**src/design/apcs_pkg.sv**
```systemverilog
package apcs_pkg;

  localparam int NUM_SLOTS_DEF = 8;

  localparam logic [2:0] ST_EMPTY = 3'd0;
  localparam logic [2:0] ST_WAIT  = 3'd1;
  localparam logic [2:0] ST_READY = 3'd2;
  localparam logic [2:0] ST_RUN   = 3'd3;
  localparam logic [2:0] ST_IO    = 3'd4;
  localparam logic [2:0] ST_DONE  = 3'd5;

  localparam logic [15:0] PRI_MAX = 16'hffff;

  localparam int IN_DATA_W  = 56;
  localparam int OUT_DATA_W = 80;

  typedef struct packed {
    logic        load;
    logic        age;
    logic        io_inc;
    logic        set_st;
    logic [2:0]  st;
    logic        clr_pri;
    logic        clr_bc;
    logic        clr_ioc;
    logic        set_first;
  } cell_cmd_t;

  typedef struct packed {
    logic [15:0] arrival;
    logic [15:0] total;
    logic [7:0]  burst_len;
    logic [7:0]  io_len;
  } load_data_t;

  typedef struct packed {
    logic [2:0]  status;
    logic [15:0] arrival;
    logic [15:0] total;
    logic [15:0] executed;
    logic [7:0]  burst_len;
    logic [7:0]  burst_count;
    logic [7:0]  io_len;
    logic [7:0]  io_count;
    logic [15:0] priority_v;
    logic [16:0] first_run;
  } cell_view_t;

endpackage

```
**src/design/aging_priority_cpu_scheduler_core.sv**
```systemverilog
// sequence: a load beat is registered into its slot; a tick beat passes through aging, an
// arrival check of every slot, finish, i/o return, a selection scan of every ready entry
// (skipped when none is ready), dispatch and output states before its result is emitted
// throughput: no new beat is taken while a tick is in progress, longer while out_tready
// is low; one load per cycle while no tick is in progress
// reset: synchronous active-low rst_n empties every slot, the ready list and i/o queue
module aging_priority_cpu_scheduler_core #(
  parameter int NUM_SLOTS = apcs_pkg::NUM_SLOTS_DEF
) (
  input  logic                            clk,
  input  logic                            rst_n,
  input  logic                            in_tvalid,
  output logic                            in_tready,
  // slot, arrival_time, burst_total, burst_length, io_length
  input  logic [apcs_pkg::IN_DATA_W-1:0]  in_tdata,
  // req_type
  input  logic                            in_tuser,
  output logic                            out_tvalid,
  input  logic                            out_tready,
  // running_valid, running_id, finish_valid, finish_id, turnaround, response,
  // waiting, switch_count, all_done
  output logic [apcs_pkg::OUT_DATA_W-1:0] out_tdata,
  input  logic                            cfg_psel,
  input  logic                            cfg_penable,
  input  logic                            cfg_pwrite,
  input  logic [2:0]                      cfg_paddr,
  input  logic [31:0]                     cfg_pwdata,
  output logic [31:0]                     cfg_prdata,
  output logic                            cfg_pready
);

  localparam int IW = $clog2(NUM_SLOTS);
  localparam int LW = $clog2(NUM_SLOTS + 1);

  localparam logic [2:0] S_IDLE   = 3'd0;
  localparam logic [2:0] S_AGE    = 3'd1;
  localparam logic [2:0] S_ARRIVE = 3'd2;
  localparam logic [2:0] S_FINISH = 3'd3;
  localparam logic [2:0] S_IORET  = 3'd4;
  localparam logic [2:0] S_SCAN   = 3'd5;
  localparam logic [2:0] S_DISP   = 3'd6;
  localparam logic [2:0] S_EMIT   = 3'd7;

  logic [2:0]    state_r, state_nxt;
  logic [7:0]    ready_step_r, run_step_r;
  logic [15:0]   now_r, now_nxt;
  logic [IW-1:0] ready_q_r [NUM_SLOTS];
  logic [IW-1:0] ready_q_nxt [NUM_SLOTS];
  logic [LW-1:0] rlen_r, rlen_nxt;
  logic [IW-1:0] io_q_r [NUM_SLOTS];
  logic [IW-1:0] io_q_nxt [NUM_SLOTS];
  logic [LW-1:0] iolen_r, iolen_nxt;
  logic          run_valid_r, run_valid_nxt;
  logic [IW-1:0] run_slot_r, run_slot_nxt;
  logic [16:0]   disp_cnt_r, disp_cnt_nxt;
  logic [IW-1:0] idx_r, idx_nxt;
  logic [16:0]   best_pri_r, best_pri_nxt;
  logic [IW-1:0] best_idx_r, best_idx_nxt;
  logic          best_found_r, best_found_nxt;
  logic          fin_r, fin_nxt;
  logic [IW-1:0] fid_r, fid_nxt;
  logic [15:0]   tt_r, tt_nxt;
  logic [15:0]   rt_r, rt_nxt;
  logic [16:0]   wt_r, wt_nxt;
  logic          out_valid_r, out_valid_nxt;
  logic [apcs_pkg::OUT_DATA_W-1:0] out_data_r, out_data_nxt;

  apcs_pkg::cell_cmd_t  cmd [NUM_SLOTS];
  apcs_pkg::cell_view_t view [NUM_SLOTS];
  apcs_pkg::load_data_t ld;

  logic          in_acc;
  logic [IW-1:0] in_idx;
  logic          all_done;
  logic [2:0]    in_st;
  logic [IW-1:0] rs, hd, win, e;
  logic [16:0]   p;

  assign ld.arrival   = in_tdata[18:3];
  assign ld.total     = in_tdata[34:19];
  assign ld.burst_len = in_tdata[42:35];
  assign ld.io_len    = in_tdata[50:43];
  assign in_idx       = IW'(in_tdata[2:0]);
  assign in_tready    = (state_r == S_IDLE);
  assign in_acc       = in_tvalid && in_tready;
  assign out_tvalid   = out_valid_r;
  assign out_tdata    = out_data_r;
  assign cfg_pready   = 1'b1;
  assign cfg_prdata   = cfg_paddr[2] ? {24'd0, run_step_r} : {24'd0, ready_step_r};

  genvar gi;
  generate
    for (gi = 0; gi < NUM_SLOTS; gi++) begin : g_cell
      apcs_slot_cell u_cell (
        .clk        (clk),
        .rst_n      (rst_n),
        .cmd        (cmd[gi]),
        .ld         (ld),
        .now_tick   (now_r),
        .ready_step (ready_step_r),
        .run_step   (run_step_r),
        .view       (view[gi])
      );
    end
  endgenerate

  always_comb begin
    all_done = 1'b1;
    for (int i = 0; i < NUM_SLOTS; i++) begin
      if (view[i].status inside {apcs_pkg::ST_WAIT, apcs_pkg::ST_READY,
                                 apcs_pkg::ST_RUN, apcs_pkg::ST_IO}) begin
        all_done = 1'b0;
      end
    end
  end

  always_comb begin
    state_nxt      = state_r;
    now_nxt        = now_r;
    rlen_nxt       = rlen_r;
    iolen_nxt      = iolen_r;
    run_valid_nxt  = run_valid_r;
    run_slot_nxt   = run_slot_r;
    disp_cnt_nxt   = disp_cnt_r;
    idx_nxt        = idx_r;
    best_pri_nxt   = best_pri_r;
    best_idx_nxt   = best_idx_r;
    best_found_nxt = best_found_r;
    fin_nxt        = fin_r;
    fid_nxt        = fid_r;
    tt_nxt         = tt_r;
    rt_nxt         = rt_r;
    wt_nxt         = wt_r;
    out_valid_nxt  = out_valid_r && !out_tready;
    out_data_nxt   = out_data_r;
    in_st          = view[in_idx].status;
    rs             = run_slot_r;
    hd             = io_q_r[0];
    win            = ready_q_r[best_idx_r];
    e              = ready_q_r[idx_r];
    p              = {1'b0, view[e].priority_v};
    for (int i = 0; i < NUM_SLOTS; i++) begin
      ready_q_nxt[i] = ready_q_r[i];
      io_q_nxt[i]    = io_q_r[i];
      cmd[i]         = '0;
    end
    case (state_r)
      S_IDLE: begin
        if (in_acc) begin
          if (!in_tuser) begin
            if (32'(in_tdata[2:0]) < NUM_SLOTS &&
                !(in_st inside {apcs_pkg::ST_READY, apcs_pkg::ST_RUN, apcs_pkg::ST_IO})) begin
              cmd[in_idx].load = 1'b1;
            end
          end else begin
            state_nxt = S_AGE;
          end
        end
      end
      S_AGE: begin
        for (int i = 0; i < NUM_SLOTS; i++) begin
          cmd[i].age = 1'b1;
        end
        if (iolen_r != '0) begin
          cmd[hd].io_inc = 1'b1;
        end
        fin_nxt   = 1'b0;
        fid_nxt   = '0;
        tt_nxt    = '0;
        rt_nxt    = '0;
        wt_nxt    = '0;
        idx_nxt   = '0;
        state_nxt = S_ARRIVE;
      end
      S_ARRIVE: begin
        if (view[idx_r].status == apcs_pkg::ST_WAIT && view[idx_r].arrival <= now_r) begin
          cmd[idx_r].set_st  = 1'b1;
          cmd[idx_r].st      = apcs_pkg::ST_READY;
          cmd[idx_r].clr_pri = 1'b1;
          ready_q_nxt[rlen_r[IW-1:0]] = idx_r;
          rlen_nxt = rlen_r + LW'(1);
        end
        if (32'(idx_r) == NUM_SLOTS - 1) begin
          state_nxt = S_FINISH;
        end else begin
          idx_nxt = idx_r + IW'(1);
        end
      end
      S_FINISH: begin
        if (run_valid_r) begin
          if (view[rs].executed == view[rs].total) begin
            fin_nxt       = 1'b1;
            fid_nxt       = rs;
            tt_nxt        = now_r - view[rs].arrival;
            rt_nxt        = view[rs].first_run[16] ? 16'd0 : view[rs].first_run[15:0];
            wt_nxt        = {1'b0, tt_nxt} - {1'b0, view[rs].total};
            cmd[rs].set_st = 1'b1;
            cmd[rs].st     = apcs_pkg::ST_DONE;
            run_valid_nxt  = 1'b0;
          end else if (view[rs].burst_count == view[rs].burst_len) begin
            cmd[rs].set_st  = 1'b1;
            cmd[rs].st      = apcs_pkg::ST_IO;
            cmd[rs].clr_bc  = 1'b1;
            cmd[rs].clr_ioc = 1'b1;
            io_q_nxt[iolen_r[IW-1:0]] = rs;
            iolen_nxt      = iolen_r + LW'(1);
            run_valid_nxt  = 1'b0;
          end
        end
        state_nxt = S_IORET;
      end
      S_IORET: begin
        if (iolen_r != '0 && view[hd].io_count == view[hd].io_len) begin
          cmd[hd].set_st  = 1'b1;
          cmd[hd].st      = apcs_pkg::ST_READY;
          cmd[hd].clr_pri = 1'b1;
          cmd[hd].clr_bc  = 1'b1;
          for (int j = 0; j < NUM_SLOTS - 1; j++) begin
            io_q_nxt[j] = io_q_r[(j + 1) % NUM_SLOTS];
          end
          iolen_nxt = iolen_r - LW'(1);
          ready_q_nxt[rlen_r[IW-1:0]] = hd;
          rlen_nxt = rlen_r + LW'(1);
        end
        best_pri_nxt   = run_valid_r ? {1'b0, view[rs].priority_v} : '1;
        best_found_nxt = 1'b0;
        best_idx_nxt   = '0;
        idx_nxt        = '0;
        state_nxt      = (rlen_nxt == '0) ? S_DISP : S_SCAN;
      end
      S_SCAN: begin
        if ($signed(p) > $signed(best_pri_r)) begin
          best_pri_nxt   = p;
          best_idx_nxt   = idx_r;
          best_found_nxt = 1'b1;
        end
        if (LW'(idx_r) + LW'(1) == rlen_r) begin
          state_nxt = S_DISP;
        end else begin
          idx_nxt = idx_r + IW'(1);
        end
      end
      S_DISP: begin
        if (best_found_r) begin
          for (int j = 0; j < NUM_SLOTS; j++) begin
            if (j < NUM_SLOTS - 1 && 32'(best_idx_r) <= j) begin
              ready_q_nxt[j] = ready_q_r[(j + 1) % NUM_SLOTS];
            end
            if (run_valid_r && 32'(rlen_r) - 1 == j) begin
              ready_q_nxt[j] = rs;
            end
          end
          if (run_valid_r) begin
            cmd[rs].set_st = 1'b1;
            cmd[rs].st     = apcs_pkg::ST_READY;
          end else begin
            rlen_nxt = rlen_r - LW'(1);
          end
          cmd[win].set_st    = 1'b1;
          cmd[win].st        = apcs_pkg::ST_RUN;
          cmd[win].set_first = 1'b1;
          run_valid_nxt      = 1'b1;
          run_slot_nxt       = win;
          if ($signed(disp_cnt_r) < $signed(17'd65535)) begin
            disp_cnt_nxt = disp_cnt_r + 17'd1;
          end
        end
        now_nxt   = now_r + 16'd1;
        state_nxt = S_EMIT;
      end
      S_EMIT: begin
        if (!out_valid_r || out_tready) begin
          out_valid_nxt = 1'b1;
          out_data_nxt  = {5'd0, all_done, disp_cnt_r, wt_r, rt_r, tt_r,
                           fin_r ? 3'(fid_r) : 3'd0, fin_r,
                           run_valid_r ? 3'(run_slot_r) : 3'd0, run_valid_r};
          state_nxt     = S_IDLE;
        end
      end
      default: state_nxt = S_IDLE;
    endcase
  end

  always_ff @(posedge clk) begin
    if (!rst_n) begin
      state_r      <= S_IDLE;
      ready_step_r <= 8'd2;
      run_step_r   <= 8'd1;
      now_r        <= '0;
      rlen_r       <= '0;
      iolen_r      <= '0;
      run_valid_r  <= 1'b0;
      run_slot_r   <= '0;
      disp_cnt_r   <= '1;
      out_valid_r  <= 1'b0;
    end else begin
      state_r     <= state_nxt;
      now_r       <= now_nxt;
      rlen_r      <= rlen_nxt;
      iolen_r     <= iolen_nxt;
      run_valid_r <= run_valid_nxt;
      run_slot_r  <= run_slot_nxt;
      disp_cnt_r  <= disp_cnt_nxt;
      out_valid_r <= out_valid_nxt;
      if (cfg_psel && cfg_penable && cfg_pwrite) begin
        if (cfg_paddr[2]) begin
          run_step_r <= cfg_pwdata[7:0];
        end else begin
          ready_step_r <= cfg_pwdata[7:0];
        end
      end
    end
  end

  always_ff @(posedge clk) begin
    for (int i = 0; i < NUM_SLOTS; i++) begin
      ready_q_r[i] <= ready_q_nxt[i];
      io_q_r[i]    <= io_q_nxt[i];
    end
    idx_r        <= idx_nxt;
    best_pri_r   <= best_pri_nxt;
    best_idx_r   <= best_idx_nxt;
    best_found_r <= best_found_nxt;
    fin_r        <= fin_nxt;
    fid_r        <= fid_nxt;
    tt_r         <= tt_nxt;
    rt_r         <= rt_nxt;
    wt_r         <= wt_nxt;
    out_data_r   <= out_data_nxt;
  end

`ifndef ASSERT_OFF
  a_run_status: assert property (@(posedge clk) disable iff (!rst_n)
    (state_r == S_IDLE && run_valid_r) |-> (view[run_slot_r].status == apcs_pkg::ST_RUN))
    else $error("running slot not in run status");
  a_queue_fill: assert property (@(posedge clk) disable iff (!rst_n)
    (32'(rlen_r) + 32'(iolen_r) <= NUM_SLOTS))
    else $error("ready and i/o queues overfilled");
  a_tick_start: assert property (@(posedge clk) disable iff (!rst_n)
    (in_acc && in_tuser) |=> (state_r == S_AGE))
    else $error("tick beat did not start aging");
`endif

endmodule

```
**src/design/apcs_slot_cell.sv**
```systemverilog
module apcs_slot_cell (
  input  logic                clk,
  input  logic                rst_n,
  input  apcs_pkg::cell_cmd_t  cmd,
  input  apcs_pkg::load_data_t ld,
  input  logic [15:0]         now_tick,
  input  logic [7:0]          ready_step,
  input  logic [7:0]          run_step,
  output apcs_pkg::cell_view_t view
);

  logic [2:0]  status_r;
  logic [15:0] arrival_r;
  logic [15:0] total_r;
  logic [15:0] executed_r;
  logic [7:0]  burst_len_r;
  logic [7:0]  burst_count_r;
  logic [7:0]  io_len_r;
  logic [7:0]  io_count_r;
  logic [15:0] pri_r;
  logic [16:0] first_run_r;
  logic [16:0] pri_run_sum;
  logic [16:0] pri_rdy_sum;

  assign pri_run_sum = {1'b0, pri_r} + {9'd0, run_step};
  assign pri_rdy_sum = {1'b0, pri_r} + {9'd0, ready_step};

  always_ff @(posedge clk) begin
    if (cmd.load) begin
      arrival_r   <= ld.arrival;
      total_r     <= ld.total;
      burst_len_r <= ld.burst_len;
      io_len_r    <= ld.io_len;
    end
  end

  always_ff @(posedge clk) begin
    if (!rst_n) begin
      status_r      <= apcs_pkg::ST_EMPTY;
      executed_r    <= '0;
      burst_count_r <= '0;
      io_count_r    <= '0;
      pri_r         <= '0;
      first_run_r   <= '1;
    end else if (cmd.load) begin
      status_r      <= apcs_pkg::ST_WAIT;
      executed_r    <= '0;
      burst_count_r <= '0;
      io_count_r    <= '0;
      pri_r         <= '0;
      first_run_r   <= '1;
    end else begin
      if (cmd.age) begin
        if (status_r == apcs_pkg::ST_RUN) begin
          pri_r         <= pri_run_sum[16] ? apcs_pkg::PRI_MAX : pri_run_sum[15:0];
          executed_r    <= executed_r + 16'd1;
          burst_count_r <= burst_count_r + 8'd1;
        end
        if (status_r == apcs_pkg::ST_READY) begin
          pri_r <= pri_rdy_sum[16] ? apcs_pkg::PRI_MAX : pri_rdy_sum[15:0];
        end
      end
      if (cmd.io_inc) begin
        io_count_r <= io_count_r + 8'd1;
      end
      if (cmd.set_st) begin
        status_r <= cmd.st;
      end
      if (cmd.clr_pri) begin
        pri_r <= '0;
      end
      if (cmd.clr_bc) begin
        burst_count_r <= '0;
      end
      if (cmd.clr_ioc) begin
        io_count_r <= '0;
      end
      if (cmd.set_first && first_run_r[16]) begin
        first_run_r <= {1'b0, now_tick - arrival_r};
      end
    end
  end

  assign view.status      = status_r;
  assign view.arrival     = arrival_r;
  assign view.total       = total_r;
  assign view.executed    = executed_r;
  assign view.burst_len   = burst_len_r;
  assign view.burst_count = burst_count_r;
  assign view.io_len      = io_len_r;
  assign view.io_count    = io_count_r;
  assign view.priority_v  = pri_r;
  assign view.first_run   = first_run_r;

endmodule
```
**config.mk**
```make
export PLATFORM = sky130hd
export DESIGN_NAME = aging_priority_cpu_scheduler_core
export DESIGN_NICKNAME = d
export VERILOG_FILES = /design/src/design/apcs_pkg.sv /design/src/design/aging_priority_cpu_scheduler_core.sv /design/src/design/apcs_slot_cell.sv
export SDC_FILE = /design/constraint.sdc
export NUM_CORES = 2
export LEC_CHECK = 0
export ABC_AREA = 0
export BUFFER_PORTS_ARGS = -buffer_cell sky130_fd_sc_hd__buf_2
export CORE_MARGIN = 2
export CORE_UTILIZATION = 35
export CTS_CLUSTER_DIAMETER = 80
export DETAILED_ROUTE_END_ITERATION = 8
export SETUP_SLACK_MARGIN = 0.2
export SYNTH_ARGS = -nofsm -noshare
export SYNTH_HDL_FRONTEND = slang
export SYNTH_HIERARCHICAL = 1
export SYNTH_SLANG_ARGS = --single-unit
```
**constraint.sdc**
```tcl
create_clock -name clk -period 11.4 [get_ports clk]
set_input_delay 0.57 -clock clk [delete_from_list [all_inputs] [get_ports clk]]
set_output_delay 0.57 -clock clk [all_outputs]
set_load 0.1 [all_outputs]
```
==> flow_summary_export.csv <==
group,metric,value,unit
worst_setup_path,r2r-start,"rs[0]",
grt,grt_max_degree,112,
sta,drv_slew,0,
detailed_routing,firstDrtPassIters,9,
detailed_routing,wl_per_cell,25.60,um
sta,max_freq,142.9,MHz
worst_setup_path,path_delay_family,"compound AO/OA/AOI/OAI gates",
yosys,synth_cell_types,115,
floorplanning,die_x,457.2,um
worst_setup_path,cp_slowest_cell,"a2111oi_0",
detailed_routing,drtAntennaViolNets,0,
floorplanning,rows,166,
worst_setup_path,critPathBufInv,1,
clock_network,clk_path_buf_depth,3,
sta,layout_setup_ws,4.402,ns
worst_setup_path,crit_path_end_kind,"flip-flop",
clock_network,tritoncts,"yes",
finish,stdcell_count,10310,
placed_design,place_congestion,0.9882,
worst_setup_path,crit_path_start,"rs[0]",
floorplanning,initial_core_util,0.3518,
yosys,yosys.area_share.xor_xnor,0.05445,
power,power.density,124.1,nW/um^2
floorplanning,die_y,457.2,um
yosys,synth_compound_area_frac,0.1844,
yosys,avgSynthCellArea,9.737,um^2
detailed_routing,vias,61550,
yosys,syn_inst,7384,
finish,layout-drive-gt1-share,0.1166,
worst_setup_path,cp_common_cell,"a21oi_1",
sta,period_minus_slack,6.998,ns
grt,antenna_found_initial,26,
status,outcome,"finished clean",
sta,maxSlewHeadroom,0.03819,
detailed_routing,vias_per_cell,5.972,
sta,hold_viol,0,
yosys,synth_fa_ha_area_frac,0.06790,
floorplanning,die_area,209100,um^2
grt,grt_pass1_vias,57450,
worst_setup_path,rr_endpoint,"wt_r[15]",
yosys,synth-seq-area-share,0.4151,
power,leakage,29.32,nW
worst_hold_path,hold_path_class,"input pin to flip-flop",
worst_setup_path,rr_worst_depth,18,
yosys,ys_dominant_reg_cell,"dfxtp_1",
clock_network,cts-resized-gates,0,
yosys,synth-edff-count,584,
worst_setup_path,path_class,"flip-flop to flip-flop",
flow_run,max_cap_violations,0,
grt,grt_pass1_wl,381.8,mm
yosys,yosysWarningCount,6,
placed_design,place_inst,10010,
sta,worstMarginPinSlew,1.440,ns
detailed_routing,first_iter_violations,6861,
worst_hold_path,hp-start,"in_tdata[20]",
sta,period_share,0.6139,
yosys,yosys.area_share.simple,0.1592,
grt,grt.overflow.total,0,
finish,utilization,0.3941,
placed_design,hpwl,191.3,mm
clock_network,htreeDepth,4,
sta,tns,0,ns
worst_setup_path,worstPathRequired,11.95,ns
grt,grt_usage,0.2425,
finish,fin_nets,7963,
clock_network,cts-root-buf,"clkbuf_16",
worst_setup_path,endpoint,"wt_r[15]",
worst_setup_path,max_stage_delay,1.02,ns
clock_network,numCtsBuffers,140,
detailed_routing,drt-total-wl,263.8,mm
yosys,ys_ff_latch,1199,
finish,syn2layout_area_growth,12.02,%
clock_network,cts.sinks,1199,
clock_network,post_cts_buffers,0,
power,ir_drop,0.1569,mV
worst_setup_path,reg2reg_setup_slack,4.40,ns
worst_setup_path,crit_cells,18,
yosys,synth_mux_area_frac,0.07598,
clock_network,clock_latency,0.83,ns
sta,setup_viol,0,
worst_setup_path,cp_max_fo,51,
detailed_routing,drc,0,
placed_design,dpl_worst_slack,4.758,ns
floorplanning,io_pins,214,
yosys,syn_area,71900,um^2
clock_network,path_clk_slew,0.06,ns
yosys,synth_top_family_by_area,"compound AO/OA/AOI/OAI gates",
worst_setup_path,critPathArrivalTime,7.54,ns
floorplanning,core_area,204400,um^2
sta,fin_skew,0.06470,ns
finish,fill_cells,19900,
worst_setup_path,crit_chain,"buf_4, nor2b_4, a21oi_1, o22ai_1, a21oi_1, ha_1, nor2b_1, o21a_1, o21ai_0, a211oi_1, a2111oi_0, nor2_1, xnor2_1, ha_1, nand2_1, o21ai_0, a21oi_1, or3_1",
sta,rsz0062_at_grt,"no",
yosys,async_reset_ff_frac,0,
worst_hold_path,hold_depth,1,
worst_setup_path,startpoint_type,"flip-flop",
placed_design,portBuffers,152,
sequential cells by signal, indices dropped and copies added (netlist names), 64 cells and up, named ones only:
signal / count
g_cell.u_cell/burst_count_r: 64
g_cell.u_cell/pri_r: 128
g_cell.u_cell/first_run_r: 136
g_cell.u_cell/io_len_r: 64
g_cell.u_cell/burst_len_r: 64
g_cell.u_cell/io_count_r: 64
g_cell.u_cell/executed_r: 128
out_tdata: 75
g_cell.u_cell/arrival_r: 128
g_cell.u_cell/total_r: 128
cell families after synthesis:
logic type,count (synthesis)
AOI/OAI and AO/OA,1904
DFF,1199
muxes,445
buffers and inverters,662
xor gates and xnor gates,447
adders and majority gates,374
and+or+nand+nor,2351
other,2
area by class of cell:
type	count	area [um^2]	share of cell area
Multi-Input combinational cell	5551	39220	0.4870
Sequential cell	1199	29860	0.3707
Clock buffer	176	3791	0.04707
Tap cell	2688	3363	0.04176
Timing Repair Buffer	332	2210	0.02743
Clock inverter	84	1076	0.01336
Inverter	266	998.5	0.01240
Antenna cell	10	25.02	0.0003107
timing repair:
action,in CTS,in global routing
endpoints found under the setup margin,0,0
hold buffers,28,0
endpoints found under the hold margin,172,0
power by group:
part           internal, mW  switching [mW]
registers              4.54          0.0358
clock network          2.72            2.01
logic                 0.205           0.474
cell usage in the layout (no fill, tap or decap), drive strengths merged, types with 88 or more instances in the layout:
master	netlist	final
ha	347	347
inv	260	270
a22oi	98	98
a221oi	106	106
o21ai	338	338
nor3	154	154
o221ai	105	105
clkbuf	249	176
nand3	213	213
nand4	128	128
xor2	238	238
nand2b	88	88
buf	145	304
nand2	622	622
mux2	148	148
a21oi	401	401
and2	120	120
a211oi	117	117
mux2i	233	233
edfxtp	584	584
o211ai	103	103
dfxtp	615	615
nor2	645	645
xnor2	209	209
routing by layer:
layer / wire, um / GRT usage
met5: 143 / 0
met4: 15480 / 0.1267
met3: 22890 / 0.05145
met2: 115300 / 0.3735
met1: 110000 / 0.3189
cells in the mapped netlist, drive strengths merged (209+ instances only):
| cell type | n | share of area |
|---|---|---|
| o21ai | 338 | 0.025 |
| a21oi | 401 | 0.028 |
| ha | 347 | 0.060 |
| nand3 | 213 | 0.015 |
| nand2 | 622 | 0.033 |
| inv | 260 | 0.014 |
| nor2 | 645 | 0.034 |
| clkbuf | 249 | 0.014 |
| dfxtp | 615 | 0.17 |
| mux2i | 233 | 0.032 |
| xnor2 | 209 | 0.025 |
| xor2 | 238 | 0.029 |
| edfxtp | 584 | 0.24 |
how the worst min path moves through the flow:
stage	endpoint	slack, ns
after floorplan	out_tdata[10]	0.40
after global placement	out_tdata[42]	0.41
after detailed placement	out_tdata[43]	0.41
after CTS	g_cell[6].u_cell/total_r[1]	0.0004
after global routing	g_cell[6].u_cell/total_r[1]	0.02
final	g_cell[6].u_cell/total_r[1]	0.04
through the flow:
step | hold slack, ns | power, mW | area [um^2]
floorplan | 0.4003 | 5.089 | 72010
global placement | 0.4067 | 5.310 | 75370
finish | 0.03982 | 9.993 | 80540
detailed placement | 0.4054 | 5.319 | 75370
CTS | 0.0003891 | 10.05 | 80520
global route | 0.02175 | 10.28 | 80520
Note: power is estimated with default switching activity, not from simulation.
